## src/hw/rtl/fpd_pkg.sv

```systemverilog
// Types and constants of the fingerprint packet deframer.
`default_nettype none
package fpd_pkg;

   localparam int unsigned BYTE_W      = 8;
   localparam int unsigned ADDR_W      = 32;
   localparam int unsigned LENGTH_W    = 16;
   localparam int unsigned CSR_INDEX_W = 8;

   localparam logic [BYTE_W-1:0] HDR0 = 8'hEF;
   localparam logic [BYTE_W-1:0] HDR1 = 8'h01;

   typedef enum logic [2:0] {
      EV_NONE  = 3'd0,
      EV_PAY   = 3'd1,
      EV_GOOD  = 3'd2,
      EV_BADCS = 3'd3,
      EV_BADLN = 3'd4
   } event_kind_type;

   typedef enum logic [2:0] {
      CLS_COMMAND = 3'd0,
      CLS_DATA    = 3'd1,
      CLS_ACK     = 3'd2,
      CLS_END     = 3'd3,
      CLS_UNKNOWN = 3'd4
   } packet_class_type;

   typedef enum logic [CSR_INDEX_W-1:0] {
      CSR_CODE_COMMAND = 8'd0,
      CSR_CODE_DATA    = 8'd1,
      CSR_CODE_ACK     = 8'd2,
      CSR_CODE_END     = 8'd3
   } csr_index_type;

endpackage
`default_nettype wire

```

## src/hw/rtl/fpd_req_if.sv

```systemverilog
// Received-byte channel of the deframer.
`default_nettype none
interface fpd_req_if import fpd_pkg::*; ();
   logic              valid;
   logic              ready;
   logic [BYTE_W-1:0] rx_byte;

   modport source (output valid, output rx_byte, input ready);
   modport sink   (input valid, input rx_byte, output ready);
endinterface
`default_nettype wire

```

## src/hw/rtl/fpd_rsp_if.sv

```systemverilog
// Result channel of the deframer.
`default_nettype none
interface fpd_rsp_if import fpd_pkg::*; ();
   logic                valid;
   logic                ready;
   event_kind_type      event_kind;
   logic [BYTE_W-1:0]   payload_byte;
   logic [BYTE_W-1:0]   payload_index;
   logic [ADDR_W-1:0]   frame_address;
   packet_class_type    packet_class;
   logic [LENGTH_W-1:0] frame_length;

   modport source (output valid, output event_kind, output payload_byte,
                   output payload_index, output frame_address, output packet_class,
                   output frame_length, input ready);
   modport sink   (input valid, input event_kind, input payload_byte,
                   input payload_index, input frame_address, input packet_class,
                   input frame_length, output ready);
endinterface
`default_nettype wire

```

## src/hw/rtl/fpd_csr_if.sv

```systemverilog
// Register write channel of the deframer.
`default_nettype none
interface fpd_csr_if import fpd_pkg::*; ();
   logic                   valid;
   logic                   ready;
   logic [CSR_INDEX_W-1:0] index;
   logic [BYTE_W-1:0]      data;

   modport source (output valid, output index, output data, input ready);
   modport sink   (input valid, input index, input data, output ready);
endinterface
`default_nettype wire

```

## src/hw/rtl/fingerprint_packet_deframer.sv

```systemverilog
// Fingerprint packet deframer: one received byte in, one result out.
//
// The req channel carries received bytes; every accepted byte gives exactly one
// result on the rsp channel: nothing, a payload byte with its index, frame good,
// bad checksum or bad length, together with the address, packet class and
// length as currently held. The parser hunts for EF 01, gathers address,
// identifier and length, streams the payload and checks the 16-bit sum.
// The csr channel writes the four identifier codes; it is always ready and
// should only be used while the block is idle.
// The result of a byte is in the output register in the cycle after its
// transfer. While results are taken, a byte can be taken in every cycle; the
// parse state update and one 16-bit add sit between state and output registers.
// When the receiver stalls, the result waits in the output register and req
// ready stays low until it is taken (ready follows rsp ready combinationally).
// Reset clears the parser to header hunting, zeroes the held fields and loads
// the identifier codes with 1, 2, 7 and 8.
`default_nettype none
module fingerprint_packet_deframer import fpd_pkg::*; #(
   parameter int unsigned MAX_LENGTH = 256
) (
   input  wire      clock,
   input  wire      reset,
   fpd_req_if.sink  req,
   fpd_rsp_if.source rsp,
   fpd_csr_if.sink  csr
);

   localparam int unsigned CNT_W = (MAX_LENGTH > 2) ? $clog2(MAX_LENGTH) : 1;

   typedef enum logic [3:0] {
      ST_EF   = 4'd0,
      ST_01   = 4'd1,
      ST_A0   = 4'd2,
      ST_A1   = 4'd3,
      ST_A2   = 4'd4,
      ST_A3   = 4'd5,
      ST_ID   = 4'd6,
      ST_L0   = 4'd7,
      ST_L1   = 4'd8,
      ST_DATA = 4'd9,
      ST_C0   = 4'd10,
      ST_C1   = 4'd11
   } step_type;

   step_type              step_ff, step_in;
   logic [ADDR_W-1:0]     addr_ff, addr_in;
   packet_class_type      class_ff, class_in;
   logic [LENGTH_W-1:0]   length_ff, length_in;
   logic [CNT_W-1:0]      count_ff, count_in;
   logic [LENGTH_W-1:0]   sum_ff, sum_in;
   logic [BYTE_W-1:0]     check_ff, check_in;

   logic [BYTE_W-1:0]     code_command_ff, code_data_ff, code_ack_ff, code_end_ff;

   logic                  rsp_valid_ff;
   event_kind_type        kind_ff, kind_in;
   logic [BYTE_W-1:0]     pbyte_ff, pbyte_in;
   logic [BYTE_W-1:0]     pidx_ff, pidx_in;

   logic                  accept;
   logic [BYTE_W-1:0]     b;
   logic [CNT_W:0]        count_plus;
   logic [31:0]           count_wide;
   logic [LENGTH_W-1:0]   sum_add;
   logic [LENGTH_W-1:0]   length_full;

   assign req.ready = !rsp_valid_ff || rsp.ready;
   assign accept    = req.valid && req.ready;
   assign b         = req.rx_byte;
   assign csr.ready = 1'b1;

   assign count_plus  = {1'b0, count_ff} + 1'b1;
   assign count_wide  = 32'(count_ff);
   assign sum_add     = sum_ff + LENGTH_W'(b);
   assign length_full = {length_ff[LENGTH_W-1:BYTE_W], b};

   always_comb begin
      step_in  = step_ff;
      addr_in  = addr_ff;
      class_in = class_ff;
      length_in = length_ff;
      count_in = count_ff;
      sum_in   = sum_ff;
      check_in = check_ff;
      kind_in  = EV_NONE;
      pbyte_in = '0;
      pidx_in  = '0;
      unique case (step_ff)
         ST_01: begin
            step_in = (b == HDR1) ? ST_A0 : ST_EF;
         end
         ST_A0: begin
            addr_in = {b, 24'd0};
            step_in = ST_A1;
         end
         ST_A1: begin
            addr_in = {addr_ff[31:24], b, addr_ff[15:0]};
            step_in = ST_A2;
         end
         ST_A2: begin
            addr_in = {addr_ff[31:16], b, addr_ff[7:0]};
            step_in = ST_A3;
         end
         ST_A3: begin
            addr_in = {addr_ff[31:8], b};
            step_in = ST_ID;
         end
         ST_ID: begin
            sum_in = LENGTH_W'(b);
            priority if (b == code_command_ff) class_in = CLS_COMMAND;
            else if (b == code_data_ff)        class_in = CLS_DATA;
            else if (b == code_ack_ff)         class_in = CLS_ACK;
            else if (b == code_end_ff)         class_in = CLS_END;
            else                               class_in = CLS_UNKNOWN;
            step_in = ST_L0;
         end
         ST_L0: begin
            sum_in    = sum_add;
            length_in = {b, 8'd0};
            step_in   = ST_L1;
         end
         ST_L1: begin
            sum_in    = sum_add;
            length_in = length_full;
            count_in  = '0;
            if (length_full > LENGTH_W'(MAX_LENGTH) || length_full < 16'd2) begin
               kind_in = EV_BADLN;
               step_in = ST_EF;
            end else if (length_full == 16'd2) begin
               step_in = ST_C0;
            end else begin
               step_in = ST_DATA;
            end
         end
         ST_DATA: begin
            sum_in   = sum_add;
            kind_in  = EV_PAY;
            pbyte_in = b;
            pidx_in  = count_wide[7:0];
            count_in = count_plus[CNT_W-1:0];
            // Length is at least three here, so the subtraction cannot wrap.
            if (17'(count_plus) >= 17'(length_ff) - 17'd2) begin
               step_in = ST_C0;
            end
         end
         ST_C0: begin
            check_in = b;
            step_in  = ST_C1;
         end
         ST_C1: begin
            kind_in = ({check_ff, b} == sum_ff) ? EV_GOOD : EV_BADCS;
            step_in = ST_EF;
         end
         default: begin
            // Header hunting; step codes that name no step land here as well.
            step_in = (b == HDR0) ? ST_01 : ST_EF;
         end
      endcase
   end

   always_ff @(posedge clock) begin
      if (reset) begin
         step_ff   <= ST_EF;
         addr_ff   <= '0;
         class_ff  <= CLS_COMMAND;
         length_ff <= '0;
         count_ff  <= '0;
         sum_ff    <= '0;
         check_ff  <= '0;
      end else if (accept) begin
         step_ff   <= step_in;
         addr_ff   <= addr_in;
         class_ff  <= class_in;
         length_ff <= length_in;
         count_ff  <= count_in;
         sum_ff    <= sum_in;
         check_ff  <= check_in;
      end
   end

   always_ff @(posedge clock) begin
      if (reset) begin
         code_command_ff <= 8'd1;
         code_data_ff    <= 8'd2;
         code_ack_ff     <= 8'd7;
         code_end_ff     <= 8'd8;
      end else if (csr.valid) begin
         unique case (csr.index)
            CSR_CODE_COMMAND: code_command_ff <= csr.data;
            CSR_CODE_DATA:    code_data_ff    <= csr.data;
            CSR_CODE_ACK:     code_ack_ff     <= csr.data;
            CSR_CODE_END:     code_end_ff     <= csr.data;
            default: ;
         endcase
      end
   end

   always_ff @(posedge clock) begin
      if (reset) begin
         rsp_valid_ff <= 1'b0;
      end else if (accept) begin
         rsp_valid_ff <= 1'b1;
      end else if (rsp.ready) begin
         rsp_valid_ff <= 1'b0;
      end
   end

   // Result payload; the held fields are taken as they stand after the byte.
   always_ff @(posedge clock) begin
      if (accept) begin
         kind_ff  <= kind_in;
         pbyte_ff <= pbyte_in;
         pidx_ff  <= pidx_in;
      end
   end

   assign rsp.valid         = rsp_valid_ff;
   assign rsp.event_kind    = kind_ff;
   assign rsp.payload_byte  = pbyte_ff;
   assign rsp.payload_index = pidx_ff;
   assign rsp.frame_address = addr_ff;
   assign rsp.packet_class  = class_ff;
   assign rsp.frame_length  = length_ff;

endmodule
`default_nettype wire

```

## src/flat_wrapper.sv

```systemverilog
// flat-port wrapper written by rule: the top's interface ports become plain ports
module fingerprint_packet_deframer_flat import fpd_pkg::*;
#(
   parameter int unsigned MAX_LENGTH = 256
)
  (clock, reset, req_valid, req_rx_byte, req_ready, rsp_valid, rsp_event_kind, rsp_payload_byte, rsp_payload_index, rsp_frame_address, rsp_packet_class, rsp_frame_length, rsp_ready, csr_valid, csr_index, csr_data, csr_ready);
  fpd_req_if req_i ();
  fpd_rsp_if rsp_i ();
  fpd_csr_if csr_i ();
  input  wire clock;
  input  wire reset;
  input wire logic [$bits(req_i.valid)-1:0] req_valid;
  input wire logic [$bits(req_i.rx_byte)-1:0] req_rx_byte;
  output wire logic [$bits(req_i.ready)-1:0] req_ready;
  output wire logic [$bits(rsp_i.valid)-1:0] rsp_valid;
  output wire logic [$bits(rsp_i.event_kind)-1:0] rsp_event_kind;
  output wire logic [$bits(rsp_i.payload_byte)-1:0] rsp_payload_byte;
  output wire logic [$bits(rsp_i.payload_index)-1:0] rsp_payload_index;
  output wire logic [$bits(rsp_i.frame_address)-1:0] rsp_frame_address;
  output wire logic [$bits(rsp_i.packet_class)-1:0] rsp_packet_class;
  output wire logic [$bits(rsp_i.frame_length)-1:0] rsp_frame_length;
  input wire logic [$bits(rsp_i.ready)-1:0] rsp_ready;
  input wire logic [$bits(csr_i.valid)-1:0] csr_valid;
  input wire logic [$bits(csr_i.index)-1:0] csr_index;
  input wire logic [$bits(csr_i.data)-1:0] csr_data;
  output wire logic [$bits(csr_i.ready)-1:0] csr_ready;
  assign req_i.valid = req_valid;
  assign req_i.rx_byte = req_rx_byte;
  assign req_ready = req_i.ready;
  assign rsp_valid = rsp_i.valid;
  assign rsp_event_kind = rsp_i.event_kind;
  assign rsp_payload_byte = rsp_i.payload_byte;
  assign rsp_payload_index = rsp_i.payload_index;
  assign rsp_frame_address = rsp_i.frame_address;
  assign rsp_packet_class = rsp_i.packet_class;
  assign rsp_frame_length = rsp_i.frame_length;
  assign rsp_i.ready = rsp_ready;
  assign csr_i.valid = csr_valid;
  assign csr_i.index = csr_index;
  assign csr_i.data = csr_data;
  assign csr_ready = csr_i.ready;
  fingerprint_packet_deframer #(.MAX_LENGTH(MAX_LENGTH)) u_core (.clock(clock), .reset(reset), .req(req_i), .rsp(rsp_i), .csr(csr_i));
endmodule
```

## config.mk

```make
export PLATFORM = sky130hd
export DESIGN_NAME = fingerprint_packet_deframer_flat
export DESIGN_NICKNAME = d
export VERILOG_FILES = /design/src/hw/rtl/fpd_pkg.sv /design/src/hw/rtl/fpd_req_if.sv /design/src/hw/rtl/fpd_rsp_if.sv /design/src/hw/rtl/fpd_csr_if.sv /design/src/hw/rtl/fingerprint_packet_deframer.sv /design/src/flat_wrapper.sv
export SDC_FILE = /design/constraint.sdc
export NUM_CORES = 1
export LEC_CHECK = 0
export ABC_AREA = 0
export BUFFER_PORTS_ARGS = -buffer_cell sky130_fd_sc_hd__buf_2
export CAP_MARGIN = 10
export CORE_ASPECT_RATIO = 1.2
export CORE_MARGIN = 5
export CORE_UTILIZATION = 56
export DETAILED_ROUTE_END_ITERATION = 10
export GPL_ROUTABILITY_DRIVEN = 0
export PLACE_DENSITY_LB_ADDON = 0.15
export SLEW_MARGIN = 0
export SYNTH_ARGS = -nofsm -noshare
export SYNTH_HDL_FRONTEND = slang
export SYNTH_SLANG_ARGS = --single-unit
```

## constraint.sdc

```tcl
create_clock -name clock -period 6.2 [get_ports clock]
set_input_delay 1.24 -clock clock [delete_from_list [all_inputs] [get_ports clock]]
set_output_delay 1.24 -clock clock [all_outputs]
set_load 0.005 [all_outputs]
```

; ---- Word-level counts from Yosys, hierarchy flattened
; Index checks and enable logic that the tools add are counted.
[totals]
ff_bits = 139
inputBits = 29
output_inout_bits = 73
word_cells = 99
[op_classes]
add_sub_neg = 3
magnitude_cmp = 3
eq_ne = 23
n_mux = 19
bitwise = 4
reduce_logical = 28
[op_table]
columns = cell, n
row1 = $pmux W32 S4, 1
row2 = $pmux W16 S2, 2
row3 = $pmux W4 S11, 1
row4 = $eq A8 B8 Y1, 4
row5 = $reduce_and A2 Y1, 10
row6 = $ge A9 B17 Y1, 1
row7 = $sub A16 B2 Y17 const B, 1
row8 = $add A16 B8 Y16, 1
row9 = $eq A16 B16 Y1, 1
row10 = $eq A16 B2 Y1 const B, 1
row11 = $eq A4 B3 Y1 const B, 4
row12 = $eq A4 B4 Y1 const B, 4
row13 = $eq A8 B1 Y1 const B, 2
row14 = $eq A8 B2 Y1 const B, 2
row15 = $gt A16 B9 Y1 const B, 1
row16 = $lt A16 B2 Y1 const B, 1
row17 = $pmux W8 S2, 1
row18 = $mux W3, 5
row19 = $reduce_bool A2 Y1, 7
row20 = $reduce_and A4 Y1, 3
row21 = $add A8 B1 Y9 const B, 1
row22 = $pmux W3 S3, 1
row23 = $eq A4 B2 Y1 const B, 2
row24 = $eq A8 B8 Y1 const B, 1
row25 = 13 further kinds, 22

; ---- Logic depth before layout (Yosys ltp)
; Gate-level depths: netlist (run 1).
[depth]
ltp_word = 5
depth_mapped = 12
mapped_depth_nobuf = 12

; ---- Least setup slack after synthesis (run 1)
; OpenSTA, ideal clock, no wires.
[synth_timing]
path_type = input to register
start = input port req_rx_byte[1]
end = register u_core.sum_ff[6]
setup_time_ns = 0.132
t_arrival_ns = 3.410
required_time_ns = 6.068
path_slack_ns = 2.659
path_stages = 11
path_buffers = 2
cell_sequence = clkbuf_1 -> buf_1 -> inv_1 -> fa_1 -> nor2b_1 -> o21ai_1 -> a21boi_0 -> o21ai_1 -> and4b_1 -> a221oi_1 -> a21oi_1
[synth_via]
elab_chain_len = 2
[synth_lines]
columns = element, line_no
row1 = "start, declared", flat_wrapper.sv:13  ; input wire logic [$bits(req_i.rx_byte)-1:0] req_rx_byte;
row2 = $add A16 B8 Y16, fingerprint_packet_deframer.sv:74  ; assign sum_add = sum_ff + LENGTH_W'(b);
row3 = $pmux W16 S2, fingerprint_packet_deframer.sv:88  ; unique case (step_ff)
row4 = "end signal, assigned", fingerprint_packet_deframer.sv:176  ; sum_ff <= sum_in;
row5 = "end, declared", fingerprint_packet_deframer.sv:50  ; logic [LENGTH_W-1:0] sum_ff, sum_in;
; No other way between the ends.
; A chain may end at the register's enable or synchronous reset.

; ---- Worst setup path after layout (run 1)
[layout_timing]
start = input port rsp_ready
end = register u_core.addr_ff[12] (netlist: u_core.rsp.frame_address[12])
[layout_via]
elab_chain_len = 3
[layout_lines]
columns = element, line_no
row1 = "start, declared", flat_wrapper.sv:22  ; input wire logic [$bits(rsp_i.ready)-1:0] rsp_ready;
row2 = $logic_or A1 B1 Y1, fingerprint_packet_deframer.sv:67  ; assign req.ready = !rsp_valid_ff || rsp.ready;
row3 = $logic_and A1 B1 Y1, fingerprint_packet_deframer.sv:68  ; assign accept = req.valid && req.ready;
row4 = $reduce_and A4 Y1 (no source line), n/a
row5 = "end signal, assigned", fingerprint_packet_deframer.sv:172  ; addr_ff <= addr_in;
row6 = "end, declared", fingerprint_packet_deframer.sv:46  ; logic [ADDR_W-1:0] addr_ff, addr_in;
; No other way between the ends.

==> results by group, run 1 <==
STA
  • Tcrit/Tclk final: 53.47%
  • Rel. slew slack: between 20% and 30%
  • Slew Limit Fails: 0
  • Fin crit period: 3.315 ns
  • Final Skew: 0.009903 ns
  • Min setup slack post-route: 2.885 ns
  • Fin Setup TNS: 0 ns
  • Peak Freq: 0.3017 GHz
  • Final setup fails: 0
  • Final hold violations: 0
  • Worst hold slack: 0.4519 ns
  • RSZ-0062 raised after global routing: no
  • Slew @ Worst Pin: 1.096 ns

Pwr
  • P per Cell Area: roughly 270 mW/mm2
  • Total power: 2.214 mW
  • Leak Pwr: 3.334 nW
  • Peak VDD IR: 181.5 uV

Floorplanning
  • Die X: 111.5 um
  • Initial core utilization: a little under three fifths
  • Die ar.: 0.01468 mm2
  • Cell Rows: 44
  • Die Y-Extent: 131.7 um
  • Core Footprint: 0.01211 mm2
  • I/O pin total: 102

Finish
  • # nets final: 933
  • Share of post-route cells with drive strength above 1: 16.72%
  • Commonest non-fill, non-tap cell in the layout: nand2_1
  • Commonest cells after routing, fill and taps aside: nand2_1 (126), dfxtp_1 (120), buf_2 (100)
  • Area delta synth->final: 16.91%
  • Ant diodes: 0

Setup path
  • Worst Setup Path Type: in2reg
  • Critical Path Sink Type: flip-flop
  • Highest-delay cell along the critical path: nor3_1
  • Max FO, Critical Path: 16
  • Cell breakdown of the critical path: buf_2, nand2b_1, nand2_1, nor3_1, nand2b_1, nand3_1, a21oi_1
  • Startpoint types: input port
  • CP required: 6.45 ns
  • CP top delay family: simple AND/OR/NAND/NOR gates
  • Slowest Stage Delay on Critical Path: 0.86 ns
  • Worst path bufs/invs: 1
  • Most frequent CP cell: nand2b_1
  • Arr. time, crit path: 3.57 ns

CTS
  • CTS Buffer Depth: 2
  • # Post-CTS Setup Buffers: 0
  • Hold buffer count at CTS: 0
  • Clock root buffer: clkbuf_16
  • CTS tree: built
  • Clk_lat worst skew: between 0.4 and 0.5 ns
  • H-tree Lvls: 4
  • # resized after CTS: 0
  • Clock sinks: 139
  • CTS clk-pin slew, worst paths: about 0.06 ns
  • Num CTS Buffers: 17

Yosys
  • Mapped cell area: 0.006917 mm2
  • Seq cells post-synth: 139
  • Synth Instances: between 800 and 900
  • Yosys top cell by area: dfxtp_1
  • Asr flop ratio synth: 0%
  • Post-synthesis sequential area ratio: 42.98%
  • Synth area leaders: dfxtp_1 (35%), edfxtp_1 (8.2%), nand2_1 (6.8%)
  • EDFF count, synth: 19
  • Post-Syn Nets: 861
  • Mean area per synthesized cell: 8.518 um2
  • Share of the synthesized area in the top cell type: 34.73%
  • Ys Warns: 0
  • Ys flop type: dfxtp_1
  • Yosys cell types: 62

Placement
  • HPWL Detailed: 12340 um
  • Place WS: 2.452 ns
  • Port buffer count: 100

Global route
  • Antenna violations before repair: 0
  • GRT overflow: 0
  • Largest net degree at the start of global routing: approximately 100
  • Vias in the first global route: 6013
  • Total GRT Usage: 24.76%
  • First-pass GRT wire length: 29960 um

Drt
  • Vias per inst: 5.800
  • 1st-iter DRT viols: 406
  • Number of remaining DRC errors: 0
  • TritonRoute pass-1 iters: 5
  • Antenna-violating nets left: 0
  • DR WL/cell: about 17 um
  • Vias: 6136
  • Drt total wl: 18420 um

Worst hold path
  • Type of the worst min-delay path: reg2reg

Job
  • Max Cap Viol: 0

Run status
  • Status: completed
metrics by stage:
| step | instance area [um2] | util, % | std cells |
|---|---|---|---|
| floorplan | 6917 | - | 812 |
| global placement | 7451 | 61.52 | 1026 |
| detailed placement | 7451 | 61.52 | 1026 |
| CTS | 8087 | 66.77 | 1058 |
| global route | 8087 | 66.77 | 1058 |
| finish | 8087 | 66.77 | 1058 |
synthesized netlist by cell type (3+ instances only):
| cell type | number |
|---|---|
| nor4_1 | 15 |
| nor3b_1 | 4 |
| a22oi_1 | 10 |
| mux2i_1 | 26 |
| a21oi_1 | 76 |
| or3_1 | 5 |
| a211oi_1 | 5 |
| o211ai_1 | 3 |
| nand2_1 | 126 |
| o21ai_0 | 12 |
| nor2b_1 | 8 |
| nand3b_1 | 5 |
| or4_1 | 3 |
| xnor2_1 | 42 |
| nand2b_1 | 8 |
| nor2_1 | 81 |
| nand3_1 | 48 |
| a21o_1 | 5 |
| a31oi_1 | 5 |
| buf_1 | 4 |
| o21a_1 | 3 |
| edfxtp_1 | 19 |
| nand4_1 | 9 |
| clkbuf_1 | 44 |
| inv_1 | 13 |
| ha_1 | 19 |
| a311oi_1 | 4 |
| xor2_1 | 24 |
| nor3_1 | 10 |
| dfxtp_1 | 120 |
| and3_1 | 16 |
power breakdown:
part           internal, mW  switching (mW)  total, mW
Combinational        0.0675           0.129      0.196
Clock                 0.681           0.395       1.08
Sequential            0.928          0.0133      0.941
Total                  1.68           0.537       2.21
flip-flops by register name, summed over array words and instances, names as in the netlist:
name,cells
u_core.code_ack_ff,8
u_core.rsp.frame_address,32
u_core.step_ff,4
u_core.code_command_ff,8
u_core.rsp.payload_byte,8
u_core.rsp.packet_class,3
u_core.rsp.frame_length,16
u_core.code_data_ff,8
u_core.rsp.payload_index,8
u_core.count_ff,8
u_core.code_end_ff,8
u_core.rsp.event_kind,3
u_core.check_ff,8
u_core.rsp.valid,1
u_core.sum_ff,16
path summary, 6_finish.rpt:
kind / depth (start not counted) / slack [ns] / start / end
setup / recovery: 7 / 2.89 / rsp_ready / u_core.rsp.frame_address[12]
setup reg to reg: 12 / 2.93 / u_core.rsp.frame_length[1] / u_core.step_ff[1]
hold / removal: 2 / 0.45 / u_core.rsp.frame_address[28] / u_core.rsp.frame_address[28]
hold reg to reg: 2 / 0.45 / u_core.rsp.frame_address[28] / u_core.rsp.frame_address[28]
cells by family (layout without fill, tap and decap cells):
group	count (synthesis)	in the layout	share of synthesized area, %
simple gates	359	359	25.34
flops	139	139	42.98
compound gates	137	137	12.21
xor+xnor	66	66	8.357
buf+inv	64	149	3.564
mux	26	26	3.763
fa+ha+maj	20	20	3.727
other cells	1	1	0.05422
area by class of cell:
type                            count  area [um2]
Fill cell                        1039        4025
Multi-Input combinational cell    609        3697
Sequential cell                   139        2973
Timing Repair Buffer              104       530.5
Clock buffer                       20       478.0
Tap cell                          161       201.4
Clock inverter                     12       157.7
Inverter                           13       48.80
worst register-to-register path: stages, from the launching register on:
cell	delay, ns
dfxtp_1	0.39
inv_1	0.09
ha_1	0.20
or3b_2	0.51
or3_1	0.34
xor2_1	0.15
ha_1	0.29
o211ai_1	0.10
nand2_1	0.08
o311ai_1	0.14
nor4_4	0.43
nor3_1	0.12
a2111oi_2	0.34
metal layers:
layer,GRT usage [%],part of all wire [%],up-vias
met4,9.195,2.2,0
met1,29.85,41,2900
met3,6.566,6.7,37
met5,0,0,-
met2,42.35,51,237
li1,-,-,2962
Note: power is estimated with default switching activity, not from simulation.
==> run 2: changes to the inputs <==
- clock period: 6.2 -> 3.5 ns (I/O delays scaled with it)
==> run 2 against run 1 <==
Via count up 2.8%. Combinational power rose by 85%. Clock power is 62% higher. Setup slack worse by 2.6 ns. Sequential cell count unchanged. Global-route usage rose by 0.78 points. Wire length grew 1.5%. Design area is 0.85% higher. Hold slack barely moved. Sequential share of layout area decreased by 0.31 points.
==> results by group, run 2 (synthesized netlist as in run 1, its figures left out) <==
Job
  • Max Cap Viol: 0 (unchanged)

Pwr
  • NetSw: 0.9696 mW (+81%)
  • Sequential share of power: 44.2% (+1.7 points)
  • Pint: 2.808 mW (+67%)
  • Leak Pwr: 3.388 nW (+1.6%)
  • Clock Power Share: 46.2% (-2.4 points)
  • Sw frac: 25.67% (+1.4 points)
  • Comb pwr share: 9.6% (+0.7 points)
  • Peak VDD IR: 282.7 uV (+56%)
  • P per Cell Area: 463.2 mW/mm2 (+69%)

STA
  • Final Skew: 0.006225 ns (-0.003678 ns)
  • Fin Setup TNS: 0 ns (unchanged)
  • Slew @ Worst Pin: 0.8408 ns (-0.2556 ns)
  • Peak Freq: 0.3123 GHz
  • Fin crit period: 3.202 ns
  • Tcrit/Tclk final: 91.49%
  • Final hold violations: 0 (unchanged)
  • Rel. slew slack: 43.51% (+17 points)
  • Final setup fails: 0 (unchanged)
  • Slew Limit Fails: 0 (unchanged)
  • RSZ-0062 raised after global routing: no

Drt
  • Drt total wl: 18690 um (+1.5%)
  • 1st-iter DRT viols: 407 (+0.25%)
  • TritonRoute pass-1 iters: 5 (unchanged)
  • Vias: 6305 (+2.8%)
  • Number of remaining DRC errors: 0 (unchanged)
  • DR WL/cell: 17.40 um (about the same)
  • Antenna-violating nets left: 0 (unchanged)
  • Vias per inst: 5.871 (+1.2%)

CTS
  • CTS Buffer Depth: 2 (unchanged)
  • Hold buffer count at CTS: 0 (unchanged)
  • Clock sinks: 139 (unchanged)
  • Num CTS Buffers: 17 (unchanged)
  • CTS tree: built
  • CTS clk-pin slew, worst paths: 0.06 ns (about the same)
  • # Post-CTS Setup Buffers: 0 (unchanged)
  • Clock root buffer: clkbuf_16
  • Clk_lat worst skew: 0.42 ns (about the same)
  • H-tree Lvls: 4 (unchanged)
  • # resized after CTS: 0 (unchanged)

Worst hold path
  • Hold endpoint: u_core.rsp.frame_address[6]
  • Type of the worst min-delay path: reg2reg
  • Hold_sp: u_core.rsp.frame_address[6]
  • Hold path cells: 2 (unchanged)

Finish
  • Area delta synth->final: 17.91%
  • # nets final: 949 (+1.7%)
  • Ant diodes: 0 (unchanged)
  • Share of post-route cells with drive strength above 1: 18.18% (+1.5 points)
  • Fill count: 1035 (-0.38%)
  • Commonest non-fill, non-tap cell in the layout: nand2_1
  • Largest register FFs: 32 (unchanged)
  • Commonest cells after routing, fill and taps aside: nand2_1 (126), dfxtp_1 (120), buf_2 (100)
  • Final instance area: 0.008155 mm2 (+0.85%)

Setup path
  • Startpoint types: flip-flop
  • Worst Setup Path Type: reg2reg
  • Crit Reg-Reg Startpoint: u_core.rsp.frame_length[1]
  • Worst R2R End: u_core.step_ff[0]
  • Worst Reg-to-Reg Cells: 12 (unchanged)
  • Max FO, Critical Path: 7 (-9)
  • Arr. time, crit path: 3.53 ns (-0.04 ns)
  • Reg2Reg Setup Slack: 0.30 ns (-2.63 ns)
  • CP required: 3.83 ns (-2.62 ns)
  • Critical Path Sink Type: flip-flop

Placement
  • Port buffer count: 100 (unchanged)
  • HPWL Detailed: 12510 um (+1.4%)
  • Placement Cell Area: 0.007571 mm2 (+1.6%)

Global route
  • Vias in the first global route: 6100 (+1.4%)
  • First-pass GRT wire length: 30530 um (+1.9%)
  • Total GRT Usage: 25.54% (+0.78 points)
  • Largest net degree at the start of global routing: 48 (-54%)
  • Antenna violations before repair: 0 (unchanged)
  • GRT overflow: 0 (unchanged)

Floorplanning
  • Die Y-Extent: 131.7 um (unchanged)
  • I/O pin total: 102 (unchanged)
  • Cell Rows: 44 (unchanged)
  • Core Footprint: 0.01211 mm2 (unchanged)
  • Die X: 111.5 um (unchanged)
  • Die ar.: 0.01468 mm2 (unchanged)
  • Initial core utilization: 57.11% (unchanged)

Run status
  • Status: completed
## run 2: cell count changes in the layout (fill, tap and decap cells not counted)
| cell | delta |
|---|---|
| buf_4 | +16 |
| inv_6 | +1 |
| bufinv_16 | -3 |
| clkinv_2 | -1 |
| clkbuf_8 | +2 |
| clkinvlp_4 | +1 |
## run 2: metal layers
| metal | GRT usage [%] | part of all wire [%] | routed length [um] | vias to the layer above |
|---|---|---|---|---|
| li1 | - | - | - | 3011 |
| met1 | 31.41 | 40 | 7548 | 2970 |
| met2 | 42.82 | 49 | 9231 | 271 |
| met3 | 5.693 | 6.9 | 1295 | 53 |
| met4 | 11.36 | 3.3 | 612 | 0 |
| met5 | 0 | 0 | 0 | - |
## run 2: power groups by stage
stage	clock, mW	combinational [mW]	sequential, mW
2_1_floorplan	0	0.243	1.69
5_1_grt	1.84	0.395	1.67
3_3_place_gp	0	0.347	1.70
4_1_cts	1.76	0.358	1.67
6_report	1.75	0.362	1.67
3_5_place_dp	0	0.352	1.70
## run 2: final cells by class
cell class	count	area, um2	area share, %
Multi-Input combinational cell	609	3697	45.34
Sequential cell	139	2973	36.45
Timing Repair Buffer	120	650.6	7.978
Clock buffer	22	505.5	6.198
Tap cell	161	201.4	2.470
Clock inverter	10	78.83	0.9666
Inverter	13	48.80	0.5983
## run 2: worst max-delay path by stage
stage / start / end / depth (start not counted)
4_1_cts: u_core.rsp.frame_length[1] / u_core.step_ff[0] / 12
2_1_floorplan: req_rx_byte[1] / u_core.sum_ff[6] / 11
6_report: u_core.rsp.frame_length[1] / u_core.step_ff[0] / 12
3_5_place_dp: u_core.rsp.frame_length[1] / u_core.step_ff[1] / 12
3_3_place_gp: u_core.rsp.frame_length[1] / u_core.step_ff[1] / 12
5_1_grt: u_core.rsp.frame_length[1] / u_core.step_ff[1] / 12
## run 2: per-stage QoR
step / cells / total power [mW] / hold slack, ns / util, % / setup WS [ns]
2_1_floorplan: 812 / 1.938 / 0.4433 / - / 0.4986
3_5_place_dp: 1042 / 2.056 / 0.4449 / 62.51 / 0.4181
4_1_cts: 1074 / 3.784 / 0.4526 / 67.33 / 0.3299
3_3_place_gp: 1042 / 2.049 / 0.4404 / 62.51 / 0.5045
5_1_grt: 1074 / 3.908 / 0.4766 / 67.33 / 0.1653
6_report: 1074 / 3.777 / 0.4516 / 67.33 / 0.2979
## run 2: worst max-delay path, cell delays in order, from the launching register on
cell	delay, ns
dfxtp_1	0.37
inv_1	0.08
ha_1	0.19
or3b_2	0.48
or3_1	0.34
xor2_1	0.15
ha_1	0.21
nor4_1	0.24
nand2_1	0.10
a31oi_1	0.31
nor4_4	0.07
or4b_1	0.48
o311ai_1	0.09
==> run 3: changes to the inputs <==
- CAP_MARGIN: 10 -> 15
- RECOVER_POWER: not set -> 50
- TNS_END_PERCENT: not set -> 5
==> run 3 against run 2 <==
Critical path depth stayed put. Design area shrank 0.66%. Critical endpoint unchanged. Critical path type unchanged. Global-route usage unchanged. Combinational power is 1% lower. Wire length hardly changed. Non-clock buffer count unchanged. Largest cell class unchanged. Sequential cell count unchanged. Highest routed layer unchanged.
==> results by group, run 3 (synthesized netlist as in run 1, its figures left out) <==
Setup path
  • Reg2Reg Setup Slack: 0.28 ns (-0.02 ns)
  • Slowest Stage Delay on Critical Path: 0.48 ns (about the same)
  • Highest-delay cell along the critical path: or3b_2
  • Critical Path Sink Type: flip-flop
  • Max FO, Critical Path: 7 (unchanged)
  • Cell breakdown of the critical path: inv_1, ha_1, or3b_2, or3_1, xor2_1, ha_1, nor4_1, nand2_1, a31oi_1, nor4_4, or4b_1, o311ai_1
  • Arr. time, crit path: 3.55 ns (+0.02 ns)
  • Worst R2R End: u_core.step_ff[0]
  • Worst Reg-to-Reg Cells: 12 (unchanged)
  • Most frequent CP cell: ha_1
  • Startpoint types: flip-flop
  • Worst path bufs/invs: 1 (unchanged)
  • Worst Setup Path Type: reg2reg
  • Crit Reg-Reg Startpoint: u_core.rsp.frame_length[1]
  • CP required: 3.83 ns (about the same)
  • CP top delay family: simple AND/OR/NAND/NOR gates

STA
  • Final Skew: 0.008364 ns (+0.002139 ns)
  • Slew @ Worst Pin: 0.9083 ns (+0.06744 ns)
  • RSZ-0062 raised after global routing: no
  • Peak Freq: 0.3108 GHz (-0.48%)
  • Tcrit/Tclk final: 91.93% (+0.44 points)
  • Slew Limit Fails: 0 (unchanged)
  • Final hold violations: 0 (unchanged)
  • Fin Setup TNS: 0 ns (unchanged)
  • Final setup fails: 0 (unchanged)
  • Fin crit period: 3.217 ns (+0.01532 ns)
  • Rel. slew slack: 39.45% (-4.1 points)
  • Worst hold slack: 0.4526 ns (+0.0009470 ns)

Drt
  • Vias per inst: 5.838 (-0.56%)
  • 1st-iter DRT viols: 469 (+15%)
  • Antenna-violating nets left: 0 (unchanged)
  • TritonRoute pass-1 iters: 5 (unchanged)
  • Number of remaining DRC errors: 0 (unchanged)
  • Drt total wl: 18670 um (about the same)
  • DR WL/cell: 17.38 um (about the same)
  • Vias: 6270 (-0.56%)

Finish
  • FF/Latch Area: 0.002973 mm2 (unchanged)
  • # nets final: 949 (unchanged)
  • Area of the multi-input gates: 0.003697 mm2 (unchanged)
  • Ant diodes: 0 (unchanged)
  • Commonest non-fill, non-tap cell in the layout: nand2_1
  • Largest register FFs: 32 (unchanged)
  • Area delta synth->final: 17.13%
  • Fill count: 1053 (+1.7%)
  • Share of post-route cells with drive strength above 1: 14.13% (-4.1 points)
  • Commonest cells after routing, fill and taps aside: nand2_1 (126), dfxtp_1 (120), nor2_1 (81)

Placement
  • HPWL Detailed: 12510 um (unchanged)
  • Port buffer count: 100 (unchanged)

CTS
  • Num CTS Buffers: 17 (unchanged)
  • # Post-CTS Setup Buffers: 0 (unchanged)
  • CTS clk-pin slew, worst paths: 0.06 ns (about the same)
  • # resized after CTS: 0 (unchanged)
  • H-tree Lvls: 4 (unchanged)
  • Clk_lat worst skew: 0.42 ns (about the same)
  • Hold buffer count at CTS: 0 (unchanged)
  • CTS Buffer Depth: 2 (unchanged)
  • CTS tree: built
  • Clock root buffer: clkbuf_16
  • Clock sinks: 139 (unchanged)

Global route
  • Total GRT Usage: 25.54% (unchanged)
  • Antenna violations before repair: 0 (unchanged)
  • Vias in the first global route: 6100 (unchanged)
  • First-pass GRT wire length: 30530 um (unchanged)
  • Largest net degree at the start of global routing: 48 (unchanged)
  • GRT overflow: 0 (unchanged)

Floorplanning
  • Initial core utilization: 57.11% (unchanged)
  • Core Footprint: 0.01211 mm2 (unchanged)
  • Die X: 111.5 um (unchanged)
  • Die ar.: 0.01468 mm2 (unchanged)
  • Die Y-Extent: 131.7 um (unchanged)
  • I/O pin total: 102 (unchanged)
  • Cell Rows: 44 (unchanged)

Worst hold path
  • Hold endpoint: u_core.rsp.frame_address[6]
  • Type of the worst min-delay path: reg2reg
  • Hold path cells: 2 (unchanged)
  • Hold_sp: u_core.rsp.frame_address[6]

Pwr
  • Leak Pwr: 3.240 nW (-4.4%)
  • P per Cell Area: 465.8 mW/mm2 (+0.58%)
  • Peak VDD IR: 283.4 uV (+0.25%)

Job
  • Max Cap Viol: 0 (unchanged)

Run status
  • Status: completed
[run 3: per-stage QoR]
step | worst slack [ns] | area [um2] | std cells | total power, mW | utilization, %
3_5_place_dp | 0.4181 | 7571 | 1042 | 2.056 | 62.51
6_report | 0.2826 | 8102 | 1074 | 3.774 | 66.89
5_1_grt | 0.1453 | 8102 | 1074 | 3.905 | 66.89
2_1_floorplan | 0.4986 | 6917 | 812 | 1.938 | -
4_1_cts | 0.3299 | 8155 | 1074 | 3.784 | 67.33
3_3_place_gp | 0.5045 | 7571 | 1042 | 2.049 | 62.51
[run 3: worst max-delay path by stage]
stage | start | endpoint | slack, ns | cells after the start
CTS | u_core.rsp.frame_length[1] | u_core.step_ff[0] | 0.33 | 12
global placement | u_core.rsp.frame_length[1] | u_core.step_ff[1] | 0.50 | 12
global route | u_core.rsp.frame_length[1] | u_core.step_ff[1] | 0.15 | 12
floorplan | req_rx_byte[1] | u_core.sum_ff[6] | 0.50 | 11
finish | u_core.rsp.frame_length[1] | u_core.step_ff[0] | 0.28 | 12
detailed placement | u_core.rsp.frame_length[1] | u_core.step_ff[1] | 0.42 | 12
[run 3: layout make-up]
class                           count  area share [%]
Tap cell                          161           2.486
Sequential cell                   139           36.69
Multi-Input combinational cell    609           45.64
Inverter                           13          0.6023
Timing Repair Buffer              120           7.367
Clock inverter                     10          0.9730
Clock buffer                       22           6.239
[run 3: report_power, final]
part / total, mW / internal (mW) / switching (mW)
logic: 0.357 / 0.127 / 0.230
registers: 1.67 / 1.64 / 0.0266
clock network: 1.75 / 1.03 / 0.714
[run 3: metal layers]
metal,part of all wire [%],wire [um],vias up,GRT usage (%)
li1,-,-,3012,-
met1,41,7732,2964,31.41
met2,49,9173,243,42.82
met3,6.2,1162,51,5.693
met4,3.2,603,0,11.36
met5,0,0,-,0
[run 3: worst min-delay path: cells and delay by family (launching register included)]
family | cells | cell delay, ns
DFF | 1 | 0.31
and+or+nand+nor | 1 | 0.05
AOI/OAI and AO/OA | 1 | 0.05
